**config.mk**
```make
export PLATFORM = sky130hd
export DESIGN_NAME = humidity_temp_frame_check_convert
export DESIGN_NICKNAME = d
export VERILOG_FILES = /design/src/rtl/htfc_pkg.sv /design/src/rtl/htfc_lane.sv /design/src/rtl/humidity_temp_frame_check_convert.sv
export SDC_FILE = /design/constraint.sdc
export NUM_CORES = 1
export LEC_CHECK = 0
export BUFFER_PORTS_ARGS = -buffer_cell sky130_fd_sc_hd__buf_2
export CORE_MARGIN = 2
export CORE_UTILIZATION = 39
export DETAILED_ROUTE_END_ITERATION = 6
export SLEW_MARGIN = 20
export SYNTH_ARGS = -nofsm -noshare
export SYNTH_HDL_FRONTEND = slang
export SYNTH_SLANG_ARGS = --single-unit
```
**constraint.sdc**
```tcl
create_clock -name i_clk -period 5.7 [get_ports i_clk]
set_clock_uncertainty 0.15 [all_clocks]
set_input_delay 0.57 -clock i_clk [delete_from_list [all_inputs] [get_ports i_clk]]
set_output_delay 0.57 -clock i_clk [all_outputs]
set_load 0.01 [all_outputs]
```
**src/rtl/htfc_pkg.sv**
```systemverilog
package htfc_pkg;

    localparam int RAW_W      = 16;
    localparam int CHK_W      = 8;
    localparam int SCALE_W    = 8;
    localparam int PROD_W     = RAW_W + SCALE_W;
    localparam int HUM_W      = 7;
    localparam int TMP_W      = 9;
    localparam int MAG_W      = 8;
    localparam int FRAC_W     = 16;

    localparam int S_DATA_W   = 48;
    localparam int M_DATA_W   = 24;

    localparam logic [CHK_W-1:0]   CRC_INIT   = 8'hFF;
    localparam logic [CHK_W-1:0]   CRC_POLY   = 8'h31;
    localparam logic [SCALE_W-1:0] HUM_SCALE  = 8'd100;
    localparam logic [SCALE_W-1:0] TMP_SCALE  = 8'd175;
    localparam logic [PROD_W-1:0]  TMP_OFFSET = PROD_W'(45) << FRAC_W;

    typedef struct packed {
        logic              ok;
        logic [PROD_W-1:0] prod;
    } t_lane_res;

    function automatic logic [CHK_W-1:0] crc8_byte(
        input logic [CHK_W-1:0] crc_in,
        input logic [7:0]       data
    );
        logic [CHK_W-1:0] crc;
        crc = crc_in ^ data;
        for (int k = 0; k < 8; k++) begin
            if (crc[CHK_W-1]) begin
                crc = {crc[CHK_W-2:0], 1'b0} ^ CRC_POLY;
            end else begin
                crc = {crc[CHK_W-2:0], 1'b0};
            end
        end
        return crc;
    endfunction

endpackage

```
**src/rtl/htfc_lane.sv**
```systemverilog
module htfc_lane
    import htfc_pkg::*;
#(
    parameter logic [SCALE_W-1:0] P_SCALE = HUM_SCALE
) (
    input  logic             i_clk,
    input  logic             i_en,
    input  logic [RAW_W-1:0] i_raw,
    input  logic [CHK_W-1:0] i_check,
    output t_lane_res        o_res
);

    logic [CHK_W-1:0] crc_hi;
    logic [CHK_W-1:0] crc_lo;
    t_lane_res        r_res;
    t_lane_res        n_res;

    // high byte first
    always_comb begin
        crc_hi     = crc8_byte(CRC_INIT, i_raw[RAW_W-1:8]);
        crc_lo     = crc8_byte(crc_hi, i_raw[7:0]);
        n_res.ok   = (crc_lo == i_check);
        n_res.prod = PROD_W'(i_raw) * PROD_W'(P_SCALE);
    end

    always_ff @(posedge i_clk) begin
        if (i_en) begin
            r_res <= n_res;
        end
    end

    assign o_res = r_res;

endmodule

```
**src/rtl/humidity_temp_frame_check_convert.sv**
```systemverilog
// Checks and converts one six-byte humidity/temperature frame per beat. Each
// raw word is verified with CRC-8 (poly 0x31, init 0xFF, high byte first);
// humidity becomes whole percent, temperature whole degrees C (signed,
// truncated toward zero). A failed check gives value 0 with its ok flag low.
// Two lanes (CRC plus constant multiply) run side by side, then a merge stage
// scales, offsets and packs into the output register; a new frame is taken
// every cycle while the output is drained.
module humidity_temp_frame_check_convert
    import htfc_pkg::*;
(
    input  logic                i_clk,
    input  logic                i_rst_n,
    input  logic                s_axis_tvalid,
    output logic                s_axis_tready,
    // hum_raw[15:0], hum_check[23:16], tmp_raw[39:24], tmp_check[47:40]
    input  logic [S_DATA_W-1:0] s_axis_tdata,
    output logic                m_axis_tvalid,
    input  logic                m_axis_tready,
    // hum_percent[6:0], hum_ok[7], tmp_celsius[16:8], tmp_ok[17], zero[23:18]
    output logic [M_DATA_W-1:0] m_axis_tdata
);

    logic                r_v1;
    logic                r_v2;
    logic                en1;
    logic                en2;
    t_lane_res           hum_res;
    t_lane_res           tmp_res;
    logic [HUM_W-1:0]    hum_pct;
    logic [TMP_W-1:0]    tmp_deg;
    logic [PROD_W-1:0]   tmp_diff;
    logic [MAG_W-1:0]    tmp_mag;
    logic [M_DATA_W-1:0] r_out;
    logic [M_DATA_W-1:0] n_out;

    assign en2           = !r_v2 || m_axis_tready;
    assign en1           = !r_v1 || en2;
    assign s_axis_tready = en1;

    htfc_lane #(.P_SCALE(HUM_SCALE)) u_hum_lane (
        .i_clk   (i_clk),
        .i_en    (en1),
        .i_raw   (s_axis_tdata[15:0]),
        .i_check (s_axis_tdata[23:16]),
        .o_res   (hum_res)
    );

    htfc_lane #(.P_SCALE(TMP_SCALE)) u_tmp_lane (
        .i_clk   (i_clk),
        .i_en    (en1),
        .i_raw   (s_axis_tdata[39:24]),
        .i_check (s_axis_tdata[47:40]),
        .o_res   (tmp_res)
    );

    // merge: scale down, apply offset, zero on failed check
    always_comb begin
        hum_pct  = hum_res.ok ? hum_res.prod[FRAC_W +: HUM_W] : '0;
        if (tmp_res.prod >= TMP_OFFSET) begin
            tmp_diff = tmp_res.prod - TMP_OFFSET;
            tmp_mag  = tmp_diff[FRAC_W +: MAG_W];
            tmp_deg  = {1'b0, tmp_mag};
        end else begin
            tmp_diff = TMP_OFFSET - tmp_res.prod;
            tmp_mag  = tmp_diff[FRAC_W +: MAG_W];
            tmp_deg  = -{1'b0, tmp_mag};
        end
        if (!tmp_res.ok) begin
            tmp_deg = '0;
        end
        n_out = {6'd0, tmp_res.ok, tmp_deg, hum_res.ok, hum_pct};
    end

    always_ff @(posedge i_clk) begin
        if (!i_rst_n) begin
            r_v1 <= 1'b0;
            r_v2 <= 1'b0;
        end else begin
            if (en1) begin
                r_v1 <= s_axis_tvalid;
            end
            if (en2) begin
                r_v2 <= r_v1;
            end
        end
    end

    always_ff @(posedge i_clk) begin
        if (en2) begin
            r_out <= n_out;
        end
    end

    assign m_axis_tvalid = r_v2;
    assign m_axis_tdata  = r_out;

endmodule

```
==> impl_metrics.tcl, run 1 <==
set metrics [dict create \
    result_of_the_run "complete, no violations" \
    layout_worst_path_cycle_share 0.825 \
    fillers 1837 \
    clock_latency_ns 0.28 \
    worst-path-max-fanout 8 \
    drt_first_pass_iters 4 \
    dr.first_iter.drc_count 189 \
    place.detailed.hpwl_um 11300 \
    p_seq_frac 0.237 \
    maximum_buffer_depth_of_the_clock_tree 2 \
    synthTopCellsByCount "sky130_fd_sc_hd__inv_1 (150), sky130_fd_sc_hd__ha_1 (122), sky130_fd_sc_hd__xnor2_1 (67)" \
    comb_power_share 0.654 \
    timing.reg2reg.worst_path_depth 12 \
    multiInputGateArea_mm2 0.00524 \
    grt_start_max_net_pins 34 \
    worst-r2r-setup-slack_ns 2.32 \
    die_w_um 142 \
    synth.top_cells.by_area "sky130_fd_sc_hd__edfxtp_1 (21%), sky130_fd_sc_hd__ha_1 (21%), sky130_fd_sc_hd__fa_1 (17%), sky130_fd_sc_hd__xnor2_1 (7.9%), sky130_fd_sc_hd__inv_1 (7.6%)" \
    timing.hold.worst.start "r_v1$_SDFFE_PN0P_" \
    top_level_ports 78 \
    overall_routed_net_length_um 13200 \
    vias_in_the_first_global_route 4985 \
    post-synth-top-area-cell "sky130_fd_sc_hd__edfxtp_1" \
    p_per_area_mw_per_mm2 376 \
    pwr-share-clk 0.108 \
    core_area_mm2 0.0187 \
    vdd_drop_max_mv 0.158 \
    cap_violations 0 \
    relSlewSlack 0.572 \
    place_worst_setup_slack_ns 0.673 \
    tritoncts_num_sinks 53 \
    finalNonFillerCells 1039 \
    switching_share 0.436 \
    gr-usage-all-layers 0.136 \
    number_of_antenna_violations_at_the_first_check_in_global_routing 0 \
    timing.critical_path.slowest_cell_delay_ns 0.55 \
    worst_path_max_delay_cell "sky130_fd_sc_hd__fa_1" \
    clockRootBuffer "sky130_fd_sc_hd__clkbuf_16" \
    wl_per_cell_um 12.7 \
    layout_min_cycle_time_ns 4.70 \
    cts_tree "built" \
    fin_tns_setup_ns 0 \
    place_congestion 0.843 \
    global_route_wire_length_before_repair_um 22900 \
    synth_top_area_frac 0.206 \
    initial_core_util 0.397 \
    buffers_inserted_by_post_cts_timing_repair 0 \
    clk_pin_slew_ns 0.06 \
    fraction_of_layout_instances_using_a_drive_strength_above_1 0.123 \
    timing.hold.worst_path_depth 1 \
    synth_top_flop_cell "sky130_fd_sc_hd__edfxtp_1" \
    syn_area_per_cell_um2 10.1 \
    fin_ws_ns 0.998 \
    globalRouteOverflowTotal 0 \
    areaGrowthSynthToFinish_pct 10.3 \
    post_synthesis_sequential_area_ratio 0.211 \
    cts_htree_levels 2 \
    setup_viol 0 \
    yosysWarningCount 0 \
    post_cts_resized 0 \
    cts.hold.buffers_added 0 \
    chipHeight_um 142 \
    insertedDiodeCount 0 \
    final_nets 1041 \
    rsz0062_at_grt "no" \
    internal_power_w 0.00174 \
    drc_errors 0 \
    critical_path_arrival_ns 4.58 \
    cp.required_ns 5.58 \
    synth_edf_count 51 \
    yosysMostFrequentCell "sky130_fd_sc_hd__inv_1" \
    worstHoldEndpoint "m_axis_tvalid$_SDFFE_PN0P_" \
    postLayoutCellArea_mm2 0.00820 \
    synth-async-reset-ratio 0 \
    power_w 0.00308 \
    drt.antenna.violating_nets 0 \
    die-area_mm2 0.0202 \
    placementRows 50 \
    hold_path_class "reg2reg" \
    report.final.slew_viol_count 0 \
    post_dp_cell_area_mm2 0.00803 \
    synth-seq-cells 53 \
    timing.critical_path.cells "buf_2, ha_1, fa_1, fa_1, inv_1, fa_1, inv_1, ha_1, a21oi_1, a21boi_0, a311oi_1, o31ai_1, a211o_1, a21oi_1, xnor2_1" \
    vias_per_cell 4.85 \
    p_switching_w 0.00134 \
    power_leakage_nw 4.11 \
    placedCellCount 1031 \
    timing_hold_violations_final 0 \
    ys_types 66 \
    vias 5034 \
    start_kind "input pin" \
    launch_point_of_the_worst_reg_to_reg_path "u_tmp_lane.o_res[11]$_DFFE_PP_" \
    class_of_the_most_critical_setup_path "in2reg" \
    port-buffer-count 71 \
    cts-buffers-inserted 5 \
    critical_path_capture_point_type "register" \
    timing_worst_slew_pin_value_ns 0.641 \
    ff_latch_area_mm2 0.00157 \
    post_synth_inst_count 733 \
    timing.fmax_mhz 213 \
    worst_r2r_endpoint "m_axis_tdata[14]$_SDFFCE_PN0P_" \
    synth.cell_area_mm2 0.00743 \
    cpMostUsedCell "sky130_fd_sc_hd__fa_1" \
]
## registers in the layout, summed over array words and instances, names as in the netlist
name,count
m_axis_tdata,18
r_v1,1
m_axis_tvalid,1
u_hum_lane.o_res,8
u_tmp_lane.o_res,25
## worst max-delay path: cells and delay by family
| family | cells | cell delay, ns |
|---|---|---|
| AO/OA/AOI/OAI | 6 | 1.38 |
| XOR/XNOR | 1 | 0.09 |
| adder cells (fa/ha/maj) | 5 | 2.27 |
| buffers and inverters | 3 | 0.28 |
## cell usage in the layout (no fill, tap or decap), types with 5 or more instances in the layout
cell type and instances:
sky130_fd_sc_hd__a21o_1 11, sky130_fd_sc_hd__a21oi_1 29, sky130_fd_sc_hd__a31oi_1 8, sky130_fd_sc_hd__and2_1 8
sky130_fd_sc_hd__and3_1 5, sky130_fd_sc_hd__buf_2 71, sky130_fd_sc_hd__clkbuf_16 5, sky130_fd_sc_hd__conb_1 6
sky130_fd_sc_hd__edfxtp_1 51, sky130_fd_sc_hd__fa_1 63, sky130_fd_sc_hd__ha_1 122, sky130_fd_sc_hd__inv_1 150
sky130_fd_sc_hd__mux2i_1 7, sky130_fd_sc_hd__nand2_1 22, sky130_fd_sc_hd__nand2b_1 5, sky130_fd_sc_hd__nand3_1 10
sky130_fd_sc_hd__nor2_1 22, sky130_fd_sc_hd__nor3_1 11, sky130_fd_sc_hd__o21a_1 6, sky130_fd_sc_hd__o21ai_0 10
sky130_fd_sc_hd__or3_1 7, sky130_fd_sc_hd__xnor2_1 67, sky130_fd_sc_hd__xnor2_2 6, sky130_fd_sc_hd__xor2_1 24
## metrics by stage
step / util / hold WS [ns]
2_1_floorplan: - / 0.313
3_3_place_gp: 0.429 / 0.338
3_5_place_dp: 0.429 / 0.346
4_1_cts: 0.438 / 0.350
5_1_grt: 0.438 / 0.370
6_report: 0.438 / 0.356
## layer usage
| metal | global-route usage | part of all wire | vias up |
|---|---|---|---|
| met5 | 0 | 0 | - |
| met4 | 0.0211 | 0.0079 | 0 |
| met1 | 0.196 | 0.52 | 2362 |
| met3 | 0.0131 | 0.025 | 7 |
| met2 | 0.227 | 0.45 | 64 |
| li1 | - | - | 2601 |
## power groups by stage
stage | combinational, W | sequential [W] | clock (W)
after global routing | 0.00232 | 0.000750 | 0.000356
after CTS | 0.00204 | 0.000732 | 0.000343
after detailed placement | 0.00203 | 0.000740 | 0
after floorplan | 0.00166 | 0.000694 | 0
after global placement | 0.00201 | 0.000741 | 0
final | 0.00202 | 0.000732 | 0.000334
## cell families after synthesis
logic type      share of synthesized area
compound gates                     0.0968
xor+xnor                            0.133
fa+ha+maj                           0.375
buf+inv                            0.0860
flops                               0.211
mux                                0.0109
other cells                      0.000504
simple gates                       0.0867
## worst max path at each step
stage | cells past startpoint | to | slack (ns) | startpoint
finish | 15 | u_tmp_lane.o_res[22]$_DFFE_PP_ | 1.0 | s_axis_tdata[28]
floorplan | 14 | u_tmp_lane.o_res[22]$_DFFE_PP_ | 1.24 | s_axis_tdata[28]
global placement | 15 | u_tmp_lane.o_res[22]$_DFFE_PP_ | 0.80 | s_axis_tdata[28]
detailed placement | 15 | u_tmp_lane.o_res[22]$_DFFE_PP_ | 0.67 | s_axis_tdata[28]
global route | 15 | u_tmp_lane.o_res[22]$_DFFE_PP_ | 0.76 | s_axis_tdata[28]
CTS | 15 | u_tmp_lane.o_res[22]$_DFFE_PP_ | 0.99 | s_axis_tdata[28]
## area by class of cell
cell class	count	share of cell area
clock inverter	2	0.00473
clock buffer	6	0.0157
multi-input combinational	522	0.639
timing repair buffer	72	0.0443
sequential	53	0.192
inverter	150	0.0687
tap	234	0.0357
(Power assumes the default switching activity.)
==> run 2: changes to the inputs <==
--- a/config.mk
+++ b/config.mk
@@ -5,6 +5,7 @@
 export SDC_FILE = /design/constraint.sdc
 export NUM_CORES = 1
 export LEC_CHECK = 0
+export ABC_AREA = 1
 export BUFFER_PORTS_ARGS = -buffer_cell sky130_fd_sc_hd__buf_2
 export CORE_MARGIN = 2
 export CORE_UTILIZATION = 39
==> constraint.sdc (replaced) <==
create_clock -name i_clk -period 4.49 [get_ports i_clk]
set_clock_uncertainty 0.15 [all_clocks]
set_input_delay 0.449 -clock i_clk [delete_from_list [all_inputs] [get_ports i_clk]]
set_output_delay 0.449 -clock i_clk [all_outputs]
set_load 0.01 [all_outputs]
==> impl_metrics.tcl, run 2 <==
set metrics [dict create \
    startpoint "s_axis_tdata[29]" \
    initial_core_util 0.397 \
    result_of_the_run "complete, no violations" \
    final_common_cell "sky130_fd_sc_hd__nand2_1" \
    start_kind "input pin" \
    cpMostUsedCell "sky130_fd_sc_hd__fa_1" \
    port-buffer-count 71 \
    buffering_stage_count_on_the_worst_path_with_inverters_included 3 \
    critical_path_capture_point_type "register" \
    overall_routed_net_length_um 14800 \
    layout_worst_path_cycle_share 0.917 \
    cts_tree "built" \
    layout_common_cells "sky130_fd_sc_hd__nand2_1 (244), sky130_fd_sc_hd__inv_1 (220), sky130_fd_sc_hd__ha_1 (122)" \
    timing.hold.worst.start "s_axis_tvalid" \
    buffers_inserted_by_post_cts_timing_repair 0 \
    cts-buffers-inserted 5 \
    timing.fmax_mhz 243 \
    class_of_the_most_critical_setup_path "in2reg" \
    clk_pin_slew_ns 0.07 \
    worst-path-max-fanout 7 \
    synth.top_cells.by_area "sky130_fd_sc_hd__edfxtp_1 (19%), sky130_fd_sc_hd__ha_1 (19%), sky130_fd_sc_hd__fa_1 (16%), sky130_fd_sc_hd__nand2_1 (11%), sky130_fd_sc_hd__inv_1 (10%)" \
    global_route_wire_length_before_repair_um 25900 \
    drt.antenna.violating_nets 0 \
    place_congestion 0.835 \
    internal_power_w 0.00213 \
    insertedDiodeCount 0 \
    synthTopCellsByCount "sky130_fd_sc_hd__nand2_1 (244), sky130_fd_sc_hd__inv_1 (220), sky130_fd_sc_hd__ha_1 (122)" \
    timing_worst_slew_pin_value_ns 0.835 \
    die-area_mm2 0.0217 \
    clockRootBuffer "sky130_fd_sc_hd__clkbuf_16" \
    synth_top_area_frac 0.191 \
    report.final.slew_viol_count 0 \
    tritoncts_num_sinks 53 \
    final_nets 1332 \
    post-synth-top-area-cell "sky130_fd_sc_hd__edfxtp_1" \
    largest_register_ff_count 25 \
    worst_path_max_delay_cell "sky130_fd_sc_hd__fa_1" \
    power_leakage_nw 5.03 \
    timing_hold_violations_final 0 \
    post_synthesis_sequential_area_ratio 0.196 \
    top_level_ports 78 \
    p_per_area_mw_per_mm2 445 \
    switching_share 0.463 \
    p_switching_w 0.00184 \
    rsz0062_at_grt "no" \
    syn_area_per_cell_um2 7.96 \
    dr.first_iter.drc_count 156 \
    power_w 0.00397 \
    post_cts_resized 0 \
    fin_tns_setup_ns 0 \
    wl_per_cell_um 10.8 \
    comb_power_share 0.677 \
    placementRows 52 \
    clock_latency_ns 0.29 \
    areaGrowthSynthToFinish_pct 11.3 \
    critical_path_arrival_ns 4.00 \
    chipHeight_um 147 \
    hold_path_class "in2reg" \
    grt_start_max_net_pins 36 \
    place.detailed.hpwl_um 12900 \
    fraction_of_layout_instances_using_a_drive_strength_above_1 0.105 \
    vdd_drop_max_mv 0.209 \
    setup_viol 0 \
    maximum_buffer_depth_of_the_clock_tree 2 \
    synth_top_flop_cell "sky130_fd_sc_hd__edfxtp_1" \
    post_synth_inst_count 1007 \
    launch_point_of_the_worst_reg_to_reg_path "u_tmp_lane.o_res[3]$_DFFE_PP_" \
    timing.critical_path.slowest_cell_delay_ns 0.55 \
    synth-async-reset-ratio 0 \
    core_area_mm2 0.0202 \
    gr-usage-all-layers 0.142 \
    timing.critical_path.cells "buf_2, ha_1, fa_1, fa_1, inv_1, fa_1, inv_1, ha_1, nand2_1, o21ai_0, nand2_1, nand3_1, nand3_1, a31oi_1, a21oi_1, xnor2_1" \
    relSlewSlack 0.443 \
    vias 6107 \
    vias_in_the_first_global_route 5837 \
    ys_types 40 \
    yosysWarningCount 0 \
    pwr-share-clk 0.094 \
    drc_errors 0 \
    cts_htree_levels 2 \
    layout_min_cycle_time_ns 4.12 \
    vias_per_cell 4.47 \
    cp.required_ns 4.37 \
    p_seq_frac 0.229 \
    die_w_um 147 \
    cts.hold.buffers_added 0 \
    synth-seq-cells 53 \
    drt_first_pass_iters 6 \
    globalRouteOverflowTotal 0 \
    critical_path.top_delay_family "adder cells" \
    cap_violations 0 \
    number_of_antenna_violations_at_the_first_check_in_global_routing 0 \
    synth.cell_area_mm2 0.00801 \
    fillers 2070 \
    yosysMostFrequentCell "sky130_fd_sc_hd__nand2_1" \
    synth_edf_count 51 \
]
-- run 2: worst paths after layout --
| path | slack (ns) | cells past startpoint | to |
|---|---|---|---|
| max | 0.37 | 16 | u_tmp_lane.o_res[23]$_DFFE_PP_ |
| min | 0.24 | 3 | r_v1$_SDFFE_PN0P_ |
| max reg2reg | 2.09 | 13 | m_axis_tdata[14]$_SDFFCE_PN0P_ |
| min reg2reg | 0.32 | 2 | m_axis_tvalid$_SDFFE_PN0P_ |
-- run 2: stage by stage --
stage / instances / setup WS, ns / util / hold slack [ns] / cell area [um2]
floorplan: 1012 / 0.315 / - / 0.277 / 8030
global placement: 1358 / 0.105 / 0.435 / 0.303 / 8770
detailed placement: 1358 / 0.0449 / 0.435 / 0.311 / 8770
CTS: 1366 / 0.344 / 0.442 / 0.237 / 8920
global route: 1366 / 0.0498 / 0.442 / 0.253 / 8920
finish: 1366 / 0.370 / 0.442 / 0.243 / 8920
-- run 2: final cells by class --
type,instances,area (um2),share of cell area
clock inverters,3,21.3,0.00239
inverters,222,833,0.0934
clock buffers,5,125,0.0140
repair buffers,85,460,0.0516
well taps,270,338,0.0379
flip-flops and latches,53,1570,0.176
multi-input cells,728,5570,0.624
-- run 2: cells by family (layout without fill, tap and decap cells) --
logic type,after synthesis,after routing,synth area share
AND/OR/NAND/NOR,390,390,0.208
flip-flops,53,53,0.196
buffers and inverters,231,315,0.112
AO/OA/AOI/OAI,79,79,0.0553
other,1,6,0.000468
XOR/XNOR,68,68,0.0798
adder cells (fa/ha/maj),185,185,0.348
-- run 2: power by group through the flow --
| stage | sequential [W] | clock, W | combinational (W) |
|---|---|---|---|
| floorplan | 0.000905 | 0 | 0.00208 |
| global placement | 0.000922 | 0 | 0.00269 |
| detailed placement | 0.000921 | 0 | 0.00271 |
| CTS | 0.000910 | 0.000384 | 0.00273 |
| global route | 0.000931 | 0.000399 | 0.00316 |
| finish | 0.000910 | 0.000372 | 0.00269 |
-- run 2: worst reg2reg max path: stages (launching register included) --
cell	delay, ns
sky130_fd_sc_hd__edfxtp_1	0.36
sky130_fd_sc_hd__nor2_1	0.15
sky130_fd_sc_hd__nand2_1	0.09
sky130_fd_sc_hd__nor2_1	0.18
sky130_fd_sc_hd__nand2_1	0.14
sky130_fd_sc_hd__o21ai_2	0.16
sky130_fd_sc_hd__xor2_1	0.26
sky130_fd_sc_hd__nand2_1	0.09
sky130_fd_sc_hd__nor2_1	0.20
sky130_fd_sc_hd__nand4_1	0.14
sky130_fd_sc_hd__nand2_1	0.08
sky130_fd_sc_hd__nand2_1	0.04
sky130_fd_sc_hd__nand3_1	0.08
sky130_fd_sc_hd__inv_1	0.04
-- run 2: routing by layer --
metal	vias up	GRT usage	share of wire
met5	-	0	0
met4	0	0.0288	0.011
met3	13	0.0109	0.021
li1	3327	-	-
met2	75	0.231	0.44
met1	2692	0.209	0.53
